===== config.mk =====
export PLATFORM = sky130hd
export DESIGN_NAME = fir_filter_q15
export DESIGN_NICKNAME = d
export VERILOG_FILES = /design/src/rtl/fir_pkg.sv /design/src/rtl/fir_hist_ram.sv /design/src/rtl/fir_mac.sv /design/src/rtl/fir_filter_q15.sv
export VERILOG_INCLUDE_DIRS = /design/src /design/src/rtl
export SDC_FILE = /design/constraint.sdc
export NUM_CORES = 1
export LEC_CHECK = 0
export ABC_AREA = 1
export BUFFER_PORTS_ARGS = -buffer_cell sky130_fd_sc_hd__buf_2
export CORE_MARGIN = 2
export CORE_UTILIZATION = 40
export CTS_CLUSTER_SIZE = 20
export DETAILED_ROUTE_END_ITERATION = 12
export SYNTH_ARGS = -nofsm -noshare
export SYNTH_HDL_FRONTEND = slang
export SYNTH_SLANG_ARGS = --single-unit
export TNS_END_PERCENT = 1

===== constraint.sdc =====
create_clock -name clk -period 8.27 [get_ports clk]
set_input_delay 1.2405 -clock clk [delete_from_list [all_inputs] [get_ports clk]]
set_output_delay 1.2405 -clock clk [all_outputs]
set_load 0.02 [all_outputs]

===== src/rtl/fir_filter_q15_defines.svh =====
// ----------------------------------------------------------------------------
// fir_filter_q15_defines.svh
// Assertion macros used by the filter RTL.
// ----------------------------------------------------------------------------
`ifndef FIR_FILTER_Q15_DEFINES_SVH
`define FIR_FILTER_Q15_DEFINES_SVH

`ifndef NO_ASSERTIONS
// Check a property on clk, masked while reset is asserted.
`define FIR_ASSERT(label, prop, msg) \
    label: assert property (@(posedge clk) disable iff (!rst_n) prop) else $error(msg);
// Check a property on clk, also during reset.
`define FIR_ASSERT_ALWAYS(label, prop, msg) \
    label: assert property (@(posedge clk) prop) else $error(msg);
`else
`define FIR_ASSERT(label, prop, msg)
`define FIR_ASSERT_ALWAYS(label, prop, msg)
`endif

`endif


===== src/rtl/fir_pkg.sv =====
`timescale 1ns / 1ps
// ----------------------------------------------------------------------------
// fir_pkg
// Types, tap table and constants of the Q15 FIR filter.
// ----------------------------------------------------------------------------
package fir_pkg;

    localparam int TABLE_TAPS = 31;
    localparam int TAP_IDX_W  = 6;
    localparam int SAMPLE_W   = 16;
    localparam int COEF_W     = 16;
    localparam int PROD_W     = 32;
    localparam int FRAC_BITS  = 15;

    localparam logic signed [COEF_W-1:0] TAP_TABLE [TABLE_TAPS] = '{
        -16'sd141, -16'sd5, -16'sd119, 16'sd158, 16'sd118, 16'sd677, 16'sd787,
        16'sd1685, 16'sd1946, 16'sd3122, 16'sd3422, 16'sd4684, 16'sd4819,
        16'sd5908, 16'sd5674, 16'sd6372, 16'sd5674, 16'sd5908, 16'sd4819,
        16'sd4684, 16'sd3422, 16'sd3122, 16'sd1946, 16'sd1685, 16'sd787,
        16'sd677, 16'sd118, 16'sd158, -16'sd119, -16'sd5, -16'sd141
    };

    typedef enum logic [1:0] {
        ST_IDLE,
        ST_RUN,
        ST_DRAIN,
        ST_OUT
    } fir_state_t;

    typedef struct packed {
        logic valid;
        logic first;
        logic last;
    } mac_ctl_t;

    function automatic logic signed [COEF_W-1:0] fir_tap(input logic [TAP_IDX_W-1:0] k);
        logic signed [COEF_W-1:0] c;
        if (k < TAP_IDX_W'(TABLE_TAPS)) begin
            c = TAP_TABLE[k[4:0]];
        end else begin
            c = '0;
        end
        return c;
    endfunction

endpackage


===== src/rtl/fir_hist_ram.sv =====
`timescale 1ns / 1ps
// ----------------------------------------------------------------------------
// fir_hist_ram
// Sample history memory, one read and one write port, registered read.
// Entries never written read as zero through per-entry valid bits.
// ----------------------------------------------------------------------------
module fir_hist_ram
    import fir_pkg::*;
#(
    parameter int DEPTH = 30,
    parameter int AW    = 5
)
(
    input  logic                       clk,
    input  logic                       rst_n,
    input  logic                       rd_en,
    input  logic [AW-1:0]              rd_addr,
    output logic signed [SAMPLE_W-1:0] rd_data,
    input  logic                       wr_en,
    input  logic [AW-1:0]              wr_addr,
    input  logic signed [SAMPLE_W-1:0] wr_data
);

    logic signed [SAMPLE_W-1:0] mem [DEPTH];
    logic [DEPTH-1:0]           vld_reg;
    logic signed [SAMPLE_W-1:0] rdata_reg;
    logic                       rvld_reg;

    always_ff @(posedge clk) begin
        if (wr_en) begin
            mem[wr_addr] <= wr_data;
        end
        if (rd_en) begin
            rdata_reg <= mem[rd_addr];
        end
    end

    always_ff @(posedge clk or negedge rst_n) begin
        if (!rst_n) begin
            vld_reg  <= '0;
            rvld_reg <= 1'b0;
        end else begin
            if (wr_en) begin
                vld_reg[wr_addr] <= 1'b1;
            end
            if (rd_en) begin
                rvld_reg <= vld_reg[rd_addr];
            end
        end
    end

    assign rd_data = rvld_reg ? rdata_reg : '0;

endmodule


===== src/rtl/fir_mac.sv =====
`timescale 1ns / 1ps
// ----------------------------------------------------------------------------
// fir_mac
// Multiply-accumulate unit: registered product, then exact accumulation.
// ----------------------------------------------------------------------------
module fir_mac
    import fir_pkg::*;
#(
    parameter int ACC_W = 37
)
(
    input  logic                       clk,
    input  logic                       rst_n,
    input  mac_ctl_t                   op,
    input  logic signed [COEF_W-1:0]   coef,
    input  logic signed [SAMPLE_W-1:0] smp,
    output logic signed [ACC_W-1:0]    acc,
    output logic                       done
);

    logic signed [PROD_W-1:0] prod_reg;
    mac_ctl_t                 pctl_reg;
    logic signed [ACC_W-1:0]  acc_reg;
    logic signed [ACC_W-1:0]  acc_next;
    logic                     done_reg;

    always_comb begin
        if (pctl_reg.first) begin
            acc_next = ACC_W'(prod_reg);
        end else begin
            acc_next = acc_reg + ACC_W'(prod_reg);
        end
    end

    always_ff @(posedge clk) begin
        prod_reg <= coef * smp;
        if (pctl_reg.valid) begin
            acc_reg <= acc_next;
        end
    end

    always_ff @(posedge clk or negedge rst_n) begin
        if (!rst_n) begin
            pctl_reg <= '0;
            done_reg <= 1'b0;
        end else begin
            pctl_reg <= op;
            done_reg <= pctl_reg.valid & pctl_reg.last;
        end
    end

    assign acc  = acc_reg;
    assign done = done_reg;

endmodule


===== src/rtl/fir_filter_q15.sv =====
// One sample is processed at a time: a new sample is taken only when idle, as the
// single history read port and multiplier work through one tap per cycle.
// A finished result waits in the accumulator until the output register is free; no new sample is taken meanwhile.
// Reset: asynchronous, clears control, history valid bits and write pointer.
`timescale 1ns / 1ps
// ----------------------------------------------------------------------------
// fir_filter_q15
// Direct-form Q15 FIR filter with a circular sample history in memory.
// ----------------------------------------------------------------------------
`include "fir_filter_q15_defines.svh"

module fir_filter_q15
    import fir_pkg::*;
#(
    parameter int TAP_COUNT = 31
)
(
    input  logic                       clk,
    input  logic                       rst_n,
    input  logic signed [SAMPLE_W-1:0] sample,
    input  logic                       sample_valid,
    output logic                       sample_ready,
    output logic signed [SAMPLE_W-1:0] filtered,
    output logic                       filtered_valid,
    input  logic                       filtered_ready
);

    localparam int HIST_DEPTH = TAP_COUNT - 1;
    localparam int HIST_AW    = (HIST_DEPTH > 1) ? $clog2(HIST_DEPTH) : 1;
    localparam int K_W        = $clog2(TAP_COUNT);
    localparam int ACC_W      = PROD_W + $clog2(TAP_COUNT);

    fir_state_t                 state_reg, state_next;
    logic [K_W-1:0]             step_reg, step_next;
    logic [K_W-1:0]             k_reg, k_next;
    logic signed [SAMPLE_W-1:0] x_reg, x_next;
    logic [HIST_AW-1:0]         wp_reg, wp_next;
    logic [HIST_AW-1:0]         rd_addr_reg, rd_addr_next;
    mac_ctl_t                   op_reg, op_next;
    logic signed [SAMPLE_W-1:0] filt_reg, filt_next;
    logic                       fvalid_reg, fvalid_next;

    logic                       accept;
    logic                       last_step;
    logic                       slot_free;
    logic                       load_out;
    logic                       hist_rd_en;
    logic                       hist_wr_en;
    logic signed [SAMPLE_W-1:0] hist_rd_data;
    logic signed [SAMPLE_W-1:0] mac_smp;
    logic signed [COEF_W-1:0]   mac_coef;
    logic signed [ACC_W-1:0]    mac_acc;
    logic                       mac_done;

    assign accept    = sample_valid & sample_ready;
    assign last_step = (step_reg == K_W'(TAP_COUNT - 1));
    assign slot_free = !fvalid_reg || filtered_ready;

    always_comb begin
        state_next = state_reg;
        unique case (state_reg)
            ST_IDLE:  if (sample_valid) state_next = ST_RUN;
            ST_RUN:   if (last_step) state_next = ST_DRAIN;
            ST_DRAIN: if (mac_done) state_next = slot_free ? ST_IDLE : ST_OUT;
            ST_OUT:   if (slot_free) state_next = ST_IDLE;
            default:  state_next = ST_IDLE;
        endcase
    end

    always_comb begin
        sample_ready = 1'b0;
        hist_rd_en   = 1'b0;
        load_out     = 1'b0;
        op_next      = '0;
        unique case (state_reg)
            ST_IDLE:  sample_ready = 1'b1;
            ST_RUN:
            begin
                hist_rd_en    = (step_reg != '0);
                op_next.valid = 1'b1;
                op_next.first = (step_reg == '0);
                op_next.last  = last_step;
            end
            ST_DRAIN: load_out = mac_done & slot_free;
            ST_OUT:   load_out = slot_free;
            default:  sample_ready = 1'b0;
        endcase
    end

    assign hist_wr_en = load_out;

    always_comb begin
        step_next    = step_reg;
        k_next       = step_reg;
        x_next       = x_reg;
        wp_next      = wp_reg;
        rd_addr_next = rd_addr_reg;
        filt_next    = filt_reg;
        fvalid_next  = fvalid_reg;
        if (accept) begin
            x_next       = sample;
            step_next    = '0;
            rd_addr_next = (wp_reg == '0) ? HIST_AW'(HIST_DEPTH - 1) : wp_reg - 1'b1;
        end
        if (state_reg == ST_RUN) begin
            step_next = step_reg + 1'b1;
        end
        if (hist_rd_en) begin
            rd_addr_next = (rd_addr_reg == '0) ? HIST_AW'(HIST_DEPTH - 1)
                                               : rd_addr_reg - 1'b1;
        end
        if (filtered_valid && filtered_ready) begin
            fvalid_next = 1'b0;
        end
        if (load_out) begin
            filt_next   = mac_acc[FRAC_BITS+SAMPLE_W-1:FRAC_BITS];
            fvalid_next = 1'b1;
            wp_next     = (wp_reg == HIST_AW'(HIST_DEPTH - 1)) ? '0 : wp_reg + 1'b1;
        end
    end

    always_ff @(posedge clk or negedge rst_n) begin
        if (!rst_n) begin
            state_reg  <= ST_IDLE;
            step_reg   <= '0;
            wp_reg     <= '0;
            op_reg     <= '0;
            fvalid_reg <= 1'b0;
        end else begin
            state_reg  <= state_next;
            step_reg   <= step_next;
            wp_reg     <= wp_next;
            op_reg     <= op_next;
            fvalid_reg <= fvalid_next;
        end
    end

    always_ff @(posedge clk) begin
        k_reg       <= k_next;
        x_reg       <= x_next;
        rd_addr_reg <= rd_addr_next;
        filt_reg    <= filt_next;
    end

    fir_hist_ram #(
        .DEPTH (HIST_DEPTH),
        .AW    (HIST_AW)
    ) u_hist (
        .clk     (clk),
        .rst_n   (rst_n),
        .rd_en   (hist_rd_en),
        .rd_addr (rd_addr_reg),
        .rd_data (hist_rd_data),
        .wr_en   (hist_wr_en),
        .wr_addr (wp_reg),
        .wr_data (x_reg)
    );

    assign mac_smp  = op_reg.first ? x_reg : hist_rd_data;
    assign mac_coef = fir_tap(TAP_IDX_W'(k_reg));

    fir_mac #(
        .ACC_W (ACC_W)
    ) u_mac (
        .clk   (clk),
        .rst_n (rst_n),
        .op    (op_reg),
        .coef  (mac_coef),
        .smp   (mac_smp),
        .acc   (mac_acc),
        .done  (mac_done)
    );

    assign filtered       = filt_reg;
    assign filtered_valid = fvalid_reg;

    `FIR_ASSERT(a_done_in_drain, mac_done |-> (state_reg == ST_DRAIN), "MAC done outside drain")
    `FIR_ASSERT(a_no_rd_wr_overlap, hist_wr_en |-> !hist_rd_en, "history read and write overlap")
    `FIR_ASSERT(a_accept_starts_run, accept |=> (state_reg == ST_RUN && step_reg == '0), "transfer did not start run")
    `FIR_ASSERT_ALWAYS(a_op_only_in_run, op_reg.valid |-> $past(state_reg == ST_RUN), "MAC op issued outside run")

endmodule

; ---- Word level (Yosys, flattened, before mapping)
; Memories as Yosys holds them, arrays and structs flattened. A register that Yosys moved wholly into a read port is not among the register bits.
; Index checks and enable logic that the tools add are counted.
[word_totals]
latch_bits = 0
input_bits = 20
ff_bits = 162
ramBits = 480
romBits = 512
n_memories = 2
[mem_list]
columns = memory, words, word_bits, read_ports, rd_clocked_by_memory_dff, wr, line
row1 = (no name shown), 32, 16, 1, 0, 0, fir_pkg.sv:39  ; c = TAP_TABLE[k[4:0]];
row2 = u_hist.mem, 30, 16, 1, 1, 1, fir_hist_ram.sv:24  ; logic signed [SAMPLE_W-1:0] mem [DEPTH];
[op_classes]
eq_ne = 9
addsub = 5
mul = 1
mux = 31
shifts = 0
order_cmp = 5
n_reduce_logical = 13
div = 0
n_bitwise = 5
[op_table]
columns = op, n
row1 = 16-bit two-way mux, 5
row2 = 37-bit by 32-bit adder with 37-bit output, 1
row3 = 37-bit two-way mux, 1
row4 = 5-bit two-way mux, 7
row5 = 16-bit by 16-bit multiplier with 32-bit output, 1
row6 = 30-bit bitwise OR, 1
row7 = 5-bit logical NOT, 3
row8 = 5-bit by 6-bit < comparator with 1-bit output (second input constant), 2
row9 = 5-bit by 1-bit adder with 5-bit output (second input constant), 2
row10 = 5-bit == test (second input constant), 2
row11 = 2-bit two-way mux, 5
row12 = 5-bit by 1-bit subtractor with 5-bit output (second input constant), 2
row13 = 1-bit two-way mux, 8
row14 = 2-bit one-hot mux with 4 select lines, 1
row15 = 6-bit >= comparator (second input constant), 1
row16 = 2-bit inequality test (second input constant), 3
row17 = 5-bit NOT with 6-bit output, 1
row18 = 2-bit nonzero test, 3
row19 = 1-bit binary-select mux with 5-bit select, 1
row20 = 1-bit demux with 5-bit select, 1
row21 = 5-bit by 1-bit >= comparator with 1-bit output (second input constant), 1
row22 = 5-bit < comparator (second input constant), 1
row23 = 5-bit nonzero test, 1
row24 = 2-bit == test (second input constant), 2
row25 = 10 further kinds, 13

; ---- Logic depth before layout (Yosys ltp)
[logic_depth]
ltp_word = 6
ltp_mapped = 33
ltp_nobuf = 32

; ---- Hierarchy
; A second synthesis with hierarchy kept.
[hier_totals]
hier_cells = 4246
hier_area_um2 = 40194.8
[by_module_without_submodules]
columns = module, cells_each, instances, area_each_um2
row1 = fir_hist_ram, 1758, 1, 21304.2
row2 = fir_mac, 2100, 1, 15551.2
row3 = fir_filter_q15, 388, 1, 3339.5

; ---- Worst setup path after synthesis
; OpenSTA, ideal clock, no wires.
[synth_path]
kind = reg2reg
from = register k_reg[0]
to = register u_mac.prod_reg[30]
arrival_time_ps = 6109
path_buffers = 1
setup_slack_ps = 2048
path_stages_with_launch = 27
synth_period_minus_slack_ps = 6222
path_cell_list = dfxtp_1 inv_1 nor4_4 nor3_2 inv_2 buf_2 nor2_1 fa_1 inv_1 fa_1 inv_1 fa_1 inv_1 fa_1 inv_1 fa_1 inv_1 fa_1 inv_1 ha_1 nand2_1 nor3_1 nand2_1 nor4_1 nand2_1 nand3_1 nand2_1
[synth_via]
elab_chain_len = 6
word_cells_on_any_way = 7
cone_classes = mul: 1 / order compare: 1 / mux: 3 / bitwise: 1 / memory: 1
[synth_lines]
columns = item, line
row1 = "start, declared", fir_filter_q15.sv:35  ; logic [K_W-1:0] k_reg, k_next;
row2 = "start signal, assigned", fir_filter_q15.sv:139  ; k_reg <= k_next;
row3 = 5-bit NOT with 6-bit output (implied by the code), fir_pkg.sv:39
row4 = memory read 32 x 16 bit, n/a
row5 = 16-bit two-way mux (implied by the code) (2 in a row), fir_pkg.sv:39
row6 = 16-bit two-way mux *, fir_pkg.sv:38  ; if (k < TAP_IDX_W'(TABLE_TAPS)) begin
row7 = 16-bit by 16-bit multiplier with 32-bit output *, fir_mac.sv:36  ; prod_reg <= coef * smp;
row8 = "end signal, assigned", fir_mac.sv:36
row9 = "end, declared", fir_mac.sv:21  ; logic signed [PROD_W-1:0] prod_reg;
; Every way passes the cells marked *; elsewhere a longest branch is shown, timed or not. The select of a mux whose other input is x is not followed.
; A chain may end at the register's enable or synchronous reset.

; ---- Worst setup path in the final report
[layout_path]
from = register k_reg[3]
to = register u_mac.prod_reg[30]
; The elaborated chain is that of the path after synthesis.

==> results_dict.tcl <==
set metrics [dict create \
    async_reset_ff_frac 0.07834 \
    rsz0062_at_grt "false" \
    ys_seq_area_frac 0.5102 \
    port_buffers 37 \
    ctsHtreeMaxLevel 3 \
    crit_type "flip-flop to flip-flop" \
    num-fill-cells 8698 \
    slew_headroom 0.2268 \
    hold_path_depth 0 \
    row_count 111 \
    cts_setup_buffers 0 \
    clock-sinks 651 \
    synth_flop_cell "edfxtp_1" \
    areaGrowthSynthToFinish_pct 10.76 \
    grt_pass1_wl_mm 155.5 \
    reg2reg_from "k_reg[3]$_DFF_P_" \
    nets 4109 \
    endpoint_kind "flip-flop" \
    fmaxAchievable_ghz 0.1355 \
    r2r_end "u_mac.prod_reg[30]$_DFF_P_" \
    cts_tree "done" \
    cp.required_ns 8.78 \
    synth_nets 4062 \
    coreArea_sq_um 91800 \
    fin_crit_sh 0.8925 \
    finalWirelength_mm 102.5 \
    hpwl_mm 69.91 \
    grt_antenna_before_repair 3 \
    critPathLaunchType "flip-flop" \
    clock_latency_ns 0.64 \
    first_pass_iters 6 \
    initial_core_util 0.4042 \
    ys_seq_elements 651 \
    max_cap_viol_count 0 \
    hold_viol 0 \
    cp_max_fo 17 \
    reg2regPathDepth 23 \
    grt_start_max_net_pins 101 \
    largest_register_ffs 480 \
    postRouteAntennaNets 0 \
    grt_use_total 0.2158 \
    hold_class "flip-flop to flip-flop" \
    rrSetupSlack_ns 0.89 \
    path_clk_slew_ns 0.06 \
    overflow 0 \
    worst_hold_startpoint "op_reg[2]$_DFF_PN0_" \
    ys_warn_count 0 \
    drc 0 \
    die_w_um 308.6 \
    outcome "complete, no violations" \
    num_antenna_cells 0 \
    drive_above_1_share 0.07605 \
    ioPinCount 38 \
    avgSynthCellArea_sq_um 10.10 \
    setup_viol 0 \
    drt_iter0_drc 2409 \
    ys_types 49 \
    final_cell_mix "618 x nand2_1, 564 x edfxtp_1, 547 x nor2_1, 473 x inv_1, 303 x o21ai_0" \
    skew_ns 0.04901 \
    place_congestion 0.9178 \
    final_max_slew_viol_count 0 \
    cts_buffers 66 \
    num_vias 26200 \
    syn_inst 3676 \
    hold_end "u_mac.pctl_reg[2]$_DFF_PN0_" \
    layout_commonest_cell "nand2_1" \
    clk_path_buf_depth 3 \
    root_buffer "clkbuf_16" \
    cts_hold_buf 0 \
    ctsResizeCount 0 \
    tightest_slew_ns 1.159 \
    die_h_um 308.6 \
    grt_pass1_vias 25690 \
    tns_ns 0 \
    startpoint "k_reg[3]$_DFF_P_" \
    wl_per_cell_um 20.42 \
    fp.dieArea_sq_um 95220 \
    viasPerCell 5.222 \
    crit_arrival_ns 7.89 \
    min_period_ns 7.381 \
    synth-edff-count 564 \
    synth_area_sq_um 37110 \
]
[layout make-up]
class,count,area (sq um),area share
multi-input combinational,2395,15730,0.3828
sequential,651,18930,0.4606
inverter,493,1857,0.04518
timing repair buffer,116,778.2,0.01893
tap,1243,1555,0.03784
clock inverter,41,548.0,0.01333
clock buffer,78,1697,0.04128
[Yosys cell counts, types with 10 or more instances]
cell | count | area [sq um]
nor3_1 | 18 | 90.09
fa_1 | 240 | 4805
or2_2 | 36 | 225.2
nand4_1 | 18 | 112.6
o21bai_1 | 10 | 75.07
inv_1 | 474 | 1779
nor2_1 | 553 | 2076
nand3_1 | 144 | 720.7
a22oi_1 | 16 | 120.1
dfxtp_1 | 36 | 720.7
edfxtp_1 | 564 | 16940
nand2_1 | 618 | 2320
o21ai_0 | 303 | 1516
o22ai_1 | 68 | 425.4
o211ai_1 | 37 | 277.8
xnor2_1 | 12 | 105.1
inv_2 | 18 | 67.56
dfrtp_1 | 51 | 1276
buf_2 | 38 | 190.2
clkbuf_1 | 82 | 307.8
xor2_1 | 24 | 210.2
a21oi_1 | 102 | 510.5
o21a_1 | 22 | 165.2
ha_1 | 126 | 1577
[stage by stage]
stage               hold slack [ns]  cells  setup slack [ns]  utilization  area [sq um]
global route                 0.3560   5017            0.3588       0.4477         41100
floorplan                    0.3312   3676             2.048            -         37110
CTS                          0.3540   5017            0.9739       0.4477         41100
global placement             0.3335   4898             1.078       0.4233         38860
finish                       0.3507   5017            0.8887       0.4477         41100
detailed placement           0.3404   4898             1.023       0.4233         38860
[layer usage]
metal	up-vias	wire length, um	GRT usage
met4	0	2655	0.05649
met5	-	0	0
met3	157	6019	0.03193
li1	12240	-	-
met2	815	48810	0.3610
met1	12990	44960	0.2944
[worst max-delay path, stage by stage (launching register included)]
cell,delay [ns]
dfxtp_1,0.70
inv_2,0.29
nor4_4,0.52
nor3_2,0.15
inv_2,0.21
nor2_1,0.14
fa_1,0.72
inv_1,0.13
fa_1,0.65
inv_1,0.22
fa_1,0.57
inv_1,0.10
fa_1,0.49
inv_1,0.06
fa_1,0.54
fa_1,0.45
ha_1,0.39
inv_1,0.08
nor3_1,0.26
nand2_1,0.12
nor4_1,0.18
nand2_1,0.12
nand3_1,0.10
nand2_1,0.05
[cells by family after synthesis]
logic type / count (synthesis) / synth area share
AND/OR/NAND/NOR: 1409 / 0.1543
flip-flops: 651 / 0.5102
XOR/XNOR: 36 / 0.008497
AO/OA/AOI/OAI: 584 / 0.08888
adder cells (fa/ha/maj): 366 / 0.1720
buffers and inverters: 630 / 0.06622
[how the worst max path moves through the flow]
stage | depth (start not counted) | slack [ns] | to
2_1_floorplan | 26 | 2.05 | u_mac.prod_reg[30]$_DFF_P_
3_3_place_gp | 31 | 1.08 | u_mac.prod_reg[22]$_DFF_P_
3_5_place_dp | 31 | 1.02 | u_mac.prod_reg[22]$_DFF_P_
4_1_cts | 31 | 0.97 | u_mac.prod_reg[22]$_DFF_P_
5_1_grt | 24 | 0.36 | u_mac.prod_reg[30]$_DFF_P_
6_report | 23 | 0.89 | u_mac.prod_reg[30]$_DFF_P_
Power is not shown: default switching activity piles up to over one toggle a cycle in this logic, so the estimate is an artifact.
